--- src/design/chil_pkg.sv ---
// ----------------------------------------------------------------------------
// chil_pkg
// shared types and constants of the chained hash index lookup
// ----------------------------------------------------------------------------
package chil_pkg;

	localparam int Entries = 1024;
	localparam int SlotW = $clog2(Entries);
	localparam int CountW = SlotW + 1;
	localparam logic [15:0] EndMark = 16'hFFFF;

	typedef enum logic [2:0] {
		ST_LOADED  = 3'd0,
		ST_FOUND   = 3'd1,
		ST_MISS    = 3'd2,
		ST_INVALID = 3'd3,
		ST_OVERRUN = 3'd4
	} status_t;

	// one classified item between front and back
	typedef struct packed {
		logic        lookup;
		logic [9:0]  slot;
		logic [15:0] target_entry;
		logic [15:0] link_slot;
		logic [31:0] entry_id;
		logic [31:0] key;
	} item_t;

	typedef struct packed {
		status_t    status;
		logic [9:0] found_entry;
	} result_t;

endpackage

--- src/design/chil_front.sv ---
// ----------------------------------------------------------------------------
// chil_front
// input skid and two-entry queue feeding the lookup engine
// ----------------------------------------------------------------------------
module chil_front (
	input  logic          clk,
	input  logic          arst_n,
	input  logic          in_valid,
	output logic          in_ready,
	input  chil_pkg::item_t in_item,
	output logic          q_valid,
	input  logic          q_ready,
	output chil_pkg::item_t q_item
);
	import chil_pkg::*;

	item_t      buf_q [2];
	logic       wr_q, rd_q;
	logic [1:0] cnt_q;
	logic       push, pop;

	assign in_ready = (cnt_q != 2'd2);
	assign q_valid  = (cnt_q != 2'd0);
	assign q_item   = buf_q[rd_q];
	assign push     = in_valid && in_ready;
	assign pop      = q_valid && q_ready;

	always_ff @(posedge clk) begin
		if (push) begin
			buf_q[wr_q] <= in_item;
		end
	end

	always_ff @(posedge clk or negedge arst_n) begin
		if (!arst_n) begin
			wr_q  <= 1'b0;
			rd_q  <= 1'b0;
			cnt_q <= 2'd0;
		end else begin
			if (push) wr_q <= ~wr_q;
			if (pop) rd_q <= ~rd_q;
			cnt_q <= cnt_q + {1'b0, push} - {1'b0, pop};
		end
	end

endmodule

--- config.mk ---
export PLATFORM = sky130hd
export DESIGN_NAME = chil_front
export DESIGN_NICKNAME = d
export VERILOG_FILES = /design/src/design/chil_pkg.sv /design/src/design/chil_front.sv
export SDC_FILE = /design/constraint.sdc
export NUM_CORES = 1
export LEC_CHECK = 0
export ABC_CLOCK_PERIOD_IN_PS = 6100
export BUFFER_PORTS_ARGS = -buffer_cell sky130_fd_sc_hd__buf_2
export CELL_PAD_IN_SITES_DETAIL_PLACEMENT = 1
export CELL_PAD_IN_SITES_GLOBAL_PLACEMENT = 2
export CORE_MARGIN = 3
export CORE_UTILIZATION = 34
export DETAILED_ROUTE_END_ITERATION = 16
export GPL_ROUTABILITY_DRIVEN = 0
export PLACE_DENSITY = 0.72
export SLEW_MARGIN = 10
export SYNTH_ARGS = -nofsm -noshare
export SYNTH_HDL_FRONTEND = slang
export SYNTH_SLANG_ARGS = --single-unit
--- constraint.sdc ---
create_clock -name clk -period 6.1 [get_ports clk]
set_clock_uncertainty 0.1 [all_clocks]
set_input_delay 1.22 -clock clk [delete_from_list [all_inputs] [get_ports clk]]
set_output_delay 1.22 -clock clk [all_outputs]
set_load 0.03 [all_outputs]
After elaboration in Yosys (flattened, before gate mapping)

Memories as Yosys holds them, arrays and structs flattened.
Index checks and enable logic that the tools add are counted.

Register bits after elaboration: 4
Bits in writable memories: 214
Input bits: 111
Output and inout port bits: 109
Logic and storage cells: 14
Memories kept: 1

$add $sub $neg: 2
Equal/unequal tests: 1
Muxes and demuxes: 2
Bitwise gates (word level): 2
Reduce and logical (&&, ||, !) cells: 3

Memory list:

| memory | words | width | rd ports | clocked after memory_dff | wr ports | line             | text |
|---|---|---|---|---|---|---|---|
| buf_q  | 2     | 107   | 1        | 0                        | 1        | chil_front.sv:17 | `item_t buf_q [2];` |

Operators with widths:

| kind                                  | count |
|---|---|
| adder 2 x 1 -> 2 bit                  | 1 |
| logical AND 1 bit                     | 2 |
| two-way mux 1 bit                     | 2 |
| != test 2 bit (second input constant) | 1 |
| NOT 1 bit                             | 2 |
| nonzero test 2 bit                    | 1 |
| subtractor 2 x 1 -> 2 bit             | 1 |

Logic depth before layout (Yosys ltp)

Gate-level depths: netlist (run 1).

Word-level depth: 4
Gate-level depth with buffers: 7
Depth with buffers taken out: 7

Least setup slack after synthesis (run 1)

No wires, ideal clock.

Path type: input to register
From: input port in_valid
To: memory buf_q[0][0] (netlist name) (enable)
Library setup time: 0.574 ns
Arrival time: 5.777 ns
Required time: 5.426 ns
Setup slack: -0.352 ns
Stages on the path: 2
Buffers on the path: 0
Cells stage by stage: nand2_1 > nor2_1

Word-level cells in the longest chain between the ends: 3

RTL lines:

| element                                 | line             | text |
|---|---|---|
| start, declared                         | chil_front.sv:8  | `input logic in_valid,` |
| logical AND 1 bit                       | chil_front.sv:25 | `assign push = in_valid && in_ready;` |
| two-way mux 1 bit                       | chil_front.sv:29 | `if (push) begin` |
| two-way mux 1 bit (not written as such) | chil_front.sv:30 | `buf_q[wr_q] <= in_item;` |
| end, declared                           | chil_front.sv:17 |  |

No other way between the ends.

==> flow_summary_export.csv, run 1 <==
group,metric,value,unit
final_layout,area_growth,27.5,%
drt,drt_wl_total,16300,um
power_and_ir_drop,switchingPower,1.90,mW
die,rows,55,
die,initial_utilization,0.350,
clocking,ctsHoldBuffers,0,
setup_path,worstReg2RegEnd,"buf_q[1][31]",
drt,drc,0,
timing,min_period,3.62,ns
timing,setup_ws,2.48,ns
power_and_ir_drop,power_frac_clock,0.249,
timing,fmax,276,MHz
setup_path,crit_fanout,60,
die,chipWidth,159,um
drt,drtAntennaViolNets,0,
setup_path,worst_setup_path_end_kind,"output pin",
clocking,clk_pin_slew,0.06,ns
global_route,use_met3,0.0393,
place,port_buffers,219,
global_route,grt_max_degree,61,
drt,vias_per_cell,4.42,
power_and_ir_drop,combPwrFrac,0.359,
global_route,grt_pass1_vias,4582,
setup_path,r2r_setup_slack,3.58,ns
clocking,cts_tree,"done",
place,placedCellCount,875,
synthesis,ys_ff_latch,218,
timing,rsz0062_at_grt,"no",
setup_path,criticalPathCategory,"reg2out",
setup_path,required,4.78,ns
clocking,insertion_delay,0.49,ns
setup_path,r2r-start,"cnt_q[1]",
clocking,clock_sinks,218,
place,place_ws,2.74,ns
setup_path,crit_slowest_cell,"buf_4",
setup_path,arrival,2.30,ns
drt,wl_per_cell,17.8,um
place,hpwl,11000,um
die,core,0.0228,sq mm
global_route,antenna_found_initial,2,
synthesis,netlist_area,0.00799,sq mm
setup_path,cpPeakStageDelay,0.68,ns
setup_path,start_kind,"flop",
final_layout,final_cell_mix,"buf_2, edfxtp_1, mux2_2",
power_and_ir_drop,power.internal,3.53,mW
final_layout,drive_gt1_frac,0.604,
synthesis,ys_types,16,
clocking,cts_made_buffers,23,
global_route,grt_pass1_wl,25500,um
clocking,clockRootBuffer,"clkbuf_16",
power_and_ir_drop,p_seq_frac,0.392,
clocking,cts.path.max_buffers,3,
clocking,htreeDepth,1,
power_and_ir_drop,vdd_ir_drop_max,0.294,mV
synthesis,syn-mean-instance-area,22.8,sq um
power_and_ir_drop,leakagePower,3.83,nW
synthesis,yosysTopAreaCell,"edfxtp_1",
final_layout,fin_util,0.446,
timing,fin_setup_tns,0,ns
drt,dr.pass1.iters,5,
drt,vias,4059,
setup_path,worstPathCellList,"buf_4 -> mux2_2 -> buf_2",
timing,tightest_slew,0.947,ns
run,timing.max_cap.violations,0,
die,pin_count,220,
synthesis,synth_top_area_share,0.805,
final_layout,multi_input_area,0.00139,sq mm
die,dieArea,0.0254,sq mm
clocking,postCtsResizedCells,0,
timing,slew_headroom,0.369,
final_layout,seqCellArea,0.00653,sq mm
setup_path,reg2reg_depth,3,
global_route,use_met2,0.209,
power_and_ir_drop,swShare,0.351,
synthesis,yosysSeqAreaShare,0.817,
drt,drt_iter0_markers,195,
die,die_h,159,um
power_and_ir_drop,power,5.43,mW
timing,fin_crit_sh,0.594,
synthesis,synth_area_leaders,"edfxtp_1, mux2_2, mux2_4",
global_route,grt_usage,0.125,
final_layout,final_common_cell,"buf_2",
final_layout,fillCellCount,2249,
global_route,busiest_layer,"met2",
final_layout,final_cells,918,
synthesis,synth.net_count,463,
synthesis,yosys_warnings,0,
hold_path,min_path_type,"in2async",
global_route,use_met1,0.157,
timing,setup_violations,0,
run_status,status,"completed",
final_layout,final_nets,700,
timing,slew_viol_final,0,
timing,hold_viol,0,
synthesis,syn_inst,350,
global_route,overflow,0,
power_and_ir_drop,powerDensity,533,mW/mm^2
clocking,post_cts_buffers,0,
metrics by stage:
stage                     cell area, sq um  hold slack [ns]
after floorplan                       7990            0.379
after global placement                9440            0.399
after detailed placement              9440            0.422
after CTS                            10200            0.395
after global routing                 10200            0.398
final                                10200            0.419
per-layer routing:
| layer | vias to the layer above | wire [um] |
|---|---|---|
| met5 | - | 13 |
| met4 | 2 | 493 |
| met3 | 34 | 1140 |
| met2 | 147 | 7890 |
| met1 | 2011 | 6790 |
| li1 | 1865 | - |
synthesized netlist by cell type:
library cell    n
nor2_1          1
inv_1           1
or2_2           1
nand2_1         1
buf_6           4
mux2_4         20
nand2b_1        1
xor2_1          1
ha_1            2
and3_1          1
buf_2           8
dfrtp_1         4
and2_1          1
edfxtp_1      214
mux2_2         87
xnor2_1         3
sequential cells by signal, indices dropped and copies added, names as in the netlist:
name and cells:
cnt_q 2, rd_q 1, wr_q 1, buf_q 214
worst max-delay path, delay by kind of cell, from the launching register on:
| family | cells | cell delay [ns] |
|---|---|---|
| buffers and inverters | 2 | 0.87 |
| multiplexers | 1 | 0.45 |
| flip-flops | 1 | 0.40 |
power by group through the flow:
stage / Clock (mW) / Combinational (mW) / Sequential, mW
floorplan: 0 / 1.46 / 2.16
global placement: 0 / 1.96 / 2.14
detailed placement: 0 / 1.99 / 2.16
CTS: 1.40 / 1.99 / 2.13
global route: 1.47 / 2.08 / 2.16
finish: 1.35 / 1.95 / 2.13
cells by family (layout without fill, tap and decap cells):
family | count (synthesis) | in the layout | synth area share
xor gates and xnor gates | 4 | 4 | 0.00439
adders and majority gates | 2 | 2 | 0.00313
buffers and inverters | 13 | 267 | 0.0111
DFF | 218 | 218 | 0.817
muxes | 107 | 107 | 0.160
other | 0 | 1 | 0
and+or+nand+nor | 6 | 6 | 0.00407
worst max-delay path by stage:
stage	start	end	slack (ns)
floorplan	in_valid	buf_q[0][0]	1.45
global placement	in_valid	buf_q[1][2]	2.83
detailed placement	in_valid	buf_q[1][31]	2.74
CTS	rd_q	q_item[65]	2.45
global route	rd_q	q_item[2]	2.36
finish	rd_q	q_item[65]	2.48
layout make-up:
cell class              count  share of cell area
diodes                      1            0.000246
clock buffers              26              0.0576
clock inverters            16              0.0145
inverters                   1            0.000369
multi-input cells         119               0.136
flip-flops and latches    218               0.641
well taps                 313              0.0385
repair buffers            224               0.111
(Power assumes the default switching activity.)
==> run 2: changes to the inputs <==
--- a/config.mk
+++ b/config.mk
@@ -5,15 +5,15 @@
 export SDC_FILE = /design/constraint.sdc
 export NUM_CORES = 1
 export LEC_CHECK = 0
-export ABC_CLOCK_PERIOD_IN_PS = 6100
+export ABC_CLOCK_PERIOD_IN_PS = 3360
 export BUFFER_PORTS_ARGS = -buffer_cell sky130_fd_sc_hd__buf_2
 export CELL_PAD_IN_SITES_DETAIL_PLACEMENT = 1
 export CELL_PAD_IN_SITES_GLOBAL_PLACEMENT = 2
 export CORE_MARGIN = 3
-export CORE_UTILIZATION = 34
+export CORE_UTILIZATION = 38
 export DETAILED_ROUTE_END_ITERATION = 16
 export GPL_ROUTABILITY_DRIVEN = 0
-export PLACE_DENSITY = 0.72
+export PLACE_DENSITY = 0.76
 export SLEW_MARGIN = 10
 export SYNTH_ARGS = -nofsm -noshare
 export SYNTH_HDL_FRONTEND = slang
==> constraint.sdc (replaced) <==
create_clock -name clk -period 3.36 [get_ports clk]
set_clock_uncertainty 0.1 [all_clocks]
set_input_delay 0.672 -clock clk [delete_from_list [all_inputs] [get_ports clk]]
set_output_delay 0.672 -clock clk [all_outputs]
set_load 0.03 [all_outputs]
==> flow_summary_export.csv, run 2 (synthesized netlist as in run 1, its figures left out) <==
group,metric,value,unit
run_status,status,"completed",
drt,dr.pass1.iters,4,
drt,drc,0,
clocking,cts_made_buffers,23,
timing,rsz0062_at_grt,"no",
timing,fin_setup_tns,0,ns
hold_path,min_path_type,"in2reg",
power_and_ir_drop,leakagePower,3.82,nW
die,chipWidth,151,um
die,rows,52,
clocking,htreeDepth,1,
setup_path,reg2reg_depth,3,
timing,fin_crit_sh,0.917,
final_layout,area_growth,26.9,%
timing,setup_violations,0,
drt,drtAntennaViolNets,0,
clocking,clk_pin_slew,0.06,ns
final_layout,top_register,"buf_q",
place,port_buffers,219,
power_and_ir_drop,swShare,0.352,
power_and_ir_drop,switchingPower,3.42,mW
drt,drt_wl_total,16200,um
final_layout,largest_reg_flops,214,
timing,tightest_slew,0.610,ns
timing,hold_viol,0,
final_layout,reg.largest.list,"buf_q: 214 flops, cnt_q: 2 flops",
die,initial_utilization,0.391,
power_and_ir_drop,power,9.71,mW
timing,fmax,324,MHz
power_and_ir_drop,combPwrFrac,0.362,
clocking,post_cts_buffers,0,
drt,wl_per_cell,18.5,um
setup_path,crit_fanout,76,
global_route,grt_pass1_vias,4457,
final_layout,seqCellArea,0.00653,sq mm
global_route,overflow,0,
timing,min_period,3.08,ns
hold_path,hold_depth,1,
clocking,insertion_delay,0.48,ns
power_and_ir_drop,powerDensity,959,mW/mm^2
setup_path,start_kind,"flop",
timing,fin_hold_ws,0.272,ns
clocking,clock_sinks,218,
final_layout,stdcell_area,0.0101,sq mm
global_route,grt_pass1_wl,24200,um
setup_path,arrival,2.31,ns
place,hpwl,11100,um
die,dieArea,0.0228,sq mm
global_route,antenna_found_initial,0,
final_layout,multi_input_area,0.00139,sq mm
power_and_ir_drop,power.internal,6.29,mW
drt,drt_iter0_markers,245,
clocking,ctsHoldBuffers,1,
die,die_h,151,um
global_route,grt_max_degree,77,
final_layout,antenna_cells,0,
die,pin_count,220,
power_and_ir_drop,power_frac_clock,0.233,
setup_path,criticalPathCategory,"reg2out",
final_layout,drive_gt1_frac,0.603,
setup_path,required,2.59,ns
clocking,clockRootBuffer,"clkbuf_16",
timing,slew_headroom,0.594,
global_route,grt_usage,0.137,
final_layout,fillCellCount,1962,
clocking,cts_tree,"done",
drt,vias,4076,
clocking,cts.path.max_buffers,3,
drt,vias_per_cell,4.66,
run,timing.max_cap.violations,0,
final_layout,final_nets,703,
setup_path,worst_setup_path_end_kind,"output pin",
place,postPlaceCellArea,0.00946,sq mm
power_and_ir_drop,vdd_ir_drop_max,0.453,mV
die,core,0.0204,sq mm
final_layout,final_cell_mix,"buf_2, edfxtp_1, mux2_2",
power_and_ir_drop,p_seq_frac,0.405,
timing,slew_viol_final,0,
clocking,postCtsResizedCells,0,
final_layout,final_common_cell,"buf_2",
## run 2: cell types whose count changed in the layout (fill, tap and decap cells not counted), sizes merged, moves of 2 or more
cell and change:
clkinv -5, clkbuf +4, buf +2, bufinv -2
## run 2: final timing paths
check | start | slack, ns | end
min in group asynchronous | arst_n | 0.44 | rd_q
worst min register to register | cnt_q[0] | 0.44 | cnt_q[0]
worst max-delay path | rd_q | 0.28 | q_item[55]
max in group asynchronous | arst_n | 2.56 | rd_q
worst max register to register | cnt_q[1] | 1.29 | buf_q[1][41]
worst min-delay path | in_item[57] | 0.27 | buf_q[1][57]
## run 2: critical path, cell delays in order, from the launching register on
cell and delay, ns:
dfrtp_4 0.72, buf_12 0.40, mux2_2 0.41, buf_2 0.18
## run 2: cell type report
class / count / area share
Clock buffer: 30 / 0.0594
Multi-Input combinational cell: 119 / 0.137
Sequential cell: 218 / 0.644
Clock inverter: 9 / 0.00654
Inverter: 1 / 0.000370
Tap cell: 270 / 0.0333
Timing Repair Buffer: 227 / 0.119
## run 2: stage by stage
| step | util | std cells | worst slack, ns |
|---|---|---|---|
| finish | 0.496 | 874 | 0.278 |
| global route | 0.496 | 874 | 0.162 |
| CTS | 0.496 | 874 | 0.248 |
| detailed placement | 0.463 | 834 | 0.779 |
| global placement | 0.463 | 834 | 0.790 |
| floorplan | - | 350 | 0.372 |
## run 2: routing by layer
layer | global-route usage | vias to the layer above | routed length [um]
li1 | - | 1866 | -
met1 | 0.171 | 2038 | 6320
met2 | 0.236 | 151 | 8340
met3 | 0.0392 | 21 | 1240
met4 | 0.0326 | 0 | 304
met5 | 0 | - | 0
## run 2: power by group through the flow
stage / Sequential (mW) / Combinational (mW) / Clock, mW
after global routing: 4.01 / 3.75 / 2.44
after global placement: 3.96 / 3.56 / 0
final: 3.93 / 3.51 / 2.27
after detailed placement: 4.00 / 3.58 / 0
after CTS: 3.95 / 3.59 / 2.35
after floorplan: 3.89 / 2.66 / 0
==> run 3: changes to the inputs <==
--- a/config.mk
+++ b/config.mk
@@ -5,15 +5,16 @@
 export SDC_FILE = /design/constraint.sdc
 export NUM_CORES = 1
 export LEC_CHECK = 0
-export ABC_CLOCK_PERIOD_IN_PS = 3360
+export ABC_CLOCK_PERIOD_IN_PS = 2700
 export BUFFER_PORTS_ARGS = -buffer_cell sky130_fd_sc_hd__buf_2
 export CELL_PAD_IN_SITES_DETAIL_PLACEMENT = 1
 export CELL_PAD_IN_SITES_GLOBAL_PLACEMENT = 2
+export CORE_ASPECT_RATIO = 1.1
 export CORE_MARGIN = 3
-export CORE_UTILIZATION = 38
+export CORE_UTILIZATION = 34
 export DETAILED_ROUTE_END_ITERATION = 16
 export GPL_ROUTABILITY_DRIVEN = 0
-export PLACE_DENSITY = 0.76
+export PLACE_DENSITY = 0.72
 export SLEW_MARGIN = 10
 export SYNTH_ARGS = -nofsm -noshare
 export SYNTH_HDL_FRONTEND = slang
==> constraint.sdc (replaced) <==
create_clock -name clk -period 2.7 [get_ports clk]
set_clock_uncertainty 0.1 [all_clocks]
set_input_delay 0.54 -clock clk [delete_from_list [all_inputs] [get_ports clk]]
set_output_delay 0.54 -clock clk [all_outputs]
set_load 0.03 [all_outputs]
==> flow_summary_export.csv, run 3 (synthesized netlist as in run 1, its figures left out) <==
group,metric,value,unit
run_status,status,"completed",
clocking,clockRootBuffer,"clkbuf_16",
hold_path,min_to,"buf_q[1][10]",
final_layout,largest_reg_flops,214,
setup_path,arrival,1.85,ns
clocking,clock_sinks,218,
setup_path,r2r-start,"cnt_q[1]",
timing,fmax,401,MHz
timing,slew_viol_final,0,
power_and_ir_drop,leakagePower,3.86,nW
setup_path,reg2reg_depth,7,
setup_path,r2r_setup_slack,0.78,ns
setup_path,worstReg2RegEnd,"cnt_q[1]",
global_route,grt_pass1_vias,4627,
timing,slew_headroom,0.567,
drt,drtAntennaViolNets,0,
timing,hold_viol,0,
final_layout,antenna_cells,0,
final_layout,reg.largest.list,"buf_q: 214 flops, cnt_q: 2 flops",
final_layout,area_growth,27.7,%
drt,drc,0,
die,dieArea,0.0254,sq mm
global_route,grt_pass1_wl,25600,um
global_route,overflow,0,
setup_path,start_kind,"flop",
die,rows,58,
clocking,insertion_delay,0.49,ns
setup_path,criticalPathCategory,"reg2out",
clocking,cts_made_buffers,22,
final_layout,drive_gt1_frac,0.618,
final_layout,stdcell_area,0.0102,sq mm
final_layout,final_cell_mix,"buf_2, edfxtp_1, mux2_2",
setup_path,worst_setup_path_end_kind,"output pin",
place,hpwl,11200,um
drt,vias,4078,
clocking,cts_tree,"done",
final_layout,fin_util,0.443,
power_and_ir_drop,power,12.1,mW
drt,dr.pass1.iters,4,
clocking,htreeDepth,1,
timing,rsz0062_at_grt,"no",
final_layout,final_nets,705,
timing,fin_crit_sh,0.923,
die,pin_count,220,
global_route,antenna_found_initial,3,
power_and_ir_drop,vdd_ir_drop_max,0.670,mV
setup_path,cpPeakStageDelay,0.52,ns
drt,drt_iter0_markers,184,
hold_path,hold_start,"in_item[10]",
setup_path,required,2.06,ns
setup_path,worstPathCellList,"buf_12 -> mux2_2 -> buf_2",
die,core,0.0230,sq mm
clocking,clk_pin_slew,0.06,ns
power_and_ir_drop,powerDensity,1180,mW/mm^2
hold_path,min_path_type,"in2reg",
run,timing.max_cap.violations,0,
final_layout,top_register,"buf_q",
timing,min_period,2.49,ns
place,postPlaceCellArea,0.00952,sq mm
setup_path,crit_slowest_cell,"dfrtp_4",
place,port_buffers,219,
global_route,grt_usage,0.125,
die,chipWidth,152,um
clocking,postCtsResizedCells,0,
global_route,grt_max_degree,63,
clocking,cts.path.max_buffers,3,
final_layout,fillCellCount,2238,
die,die_h,167,um
setup_path,crit_fanout,33,
drt,vias_per_cell,4.50,
timing,tightest_slew,0.650,ns
die,initial_utilization,0.347,
timing,setup_violations,0,
hold_path,hold_depth,1,
drt,wl_per_cell,18.2,um
final_layout,final_common_cell,"buf_2",
drt,drt_wl_total,16500,um
[run 3: routing by layer]
| layer | wire length, um | track usage |
|---|---|---|
| met5 | 39 | 0 |
| met4 | 403 | 0.0348 |
| met1 | 6170 | 0.146 |
| met2 | 8340 | 0.217 |
| met3 | 1520 | 0.0494 |
[run 3: per-stage QoR]
stage / instances / hold WS [ns] / TNS, ns / worst slack (ns)
after global placement: 864 / 0.253 / 0 / 0.594
after detailed placement: 864 / 0.263 / 0 / 0.587
final: 907 / 0.135 / 0 / 0.209
after floorplan: 350 / 0.144 / -4.96 / -0.0463
after global routing: 907 / 0.104 / 0 / 0.139
after CTS: 904 / 0.107 / 0 / 0.0412
[run 3: report_power, final]
group	total, mW	internal, mW	switching (mW)
combinational	4.50	1.62	2.89
clock	2.73	1.55	1.18
sequential	4.84	4.63	0.211
[run 3: worst max path at each step]
stage / startpoint / endpoint / slack, ns / depth (start not counted)
3_5_place_dp: rd_q / q_item[10] / 0.59 / 3
4_1_cts: rd_q / q_item[14] / 0.04 / 3
2_1_floorplan: cnt_q[1] / buf_q[0][0] / -0.05 / 3
5_1_grt: rd_q / q_item[10] / 0.14 / 3
3_3_place_gp: rd_q / q_item[16] / 0.59 / 3
6_report: rd_q / q_item[10] / 0.21 / 3
[run 3: layout make-up]
type | instances | area, sq um | area share
clock buffers | 27 | 591 | 0.0579
clock inverters | 12 | 57.6 | 0.00564
inverters | 1 | 3.75 | 0.000368
multi-input cells | 119 | 1400 | 0.137
flip-flops and latches | 218 | 6530 | 0.640
well taps | 300 | 375 | 0.0368
repair buffers | 230 | 1240 | 0.122
[run 3: what timing repair did]
action                     in CTS  in global routing
hold endpoints to repair        4                  0
hold buffers                    1                  0
setup endpoints to repair       0                  1
setup buffers                   0                  3
[run 3: worst max-delay path, delay by kind of cell (launching register included)]
family	cells	cell delay, ns
mux	1	0.39
flops	1	0.52
buf+inv	2	0.42
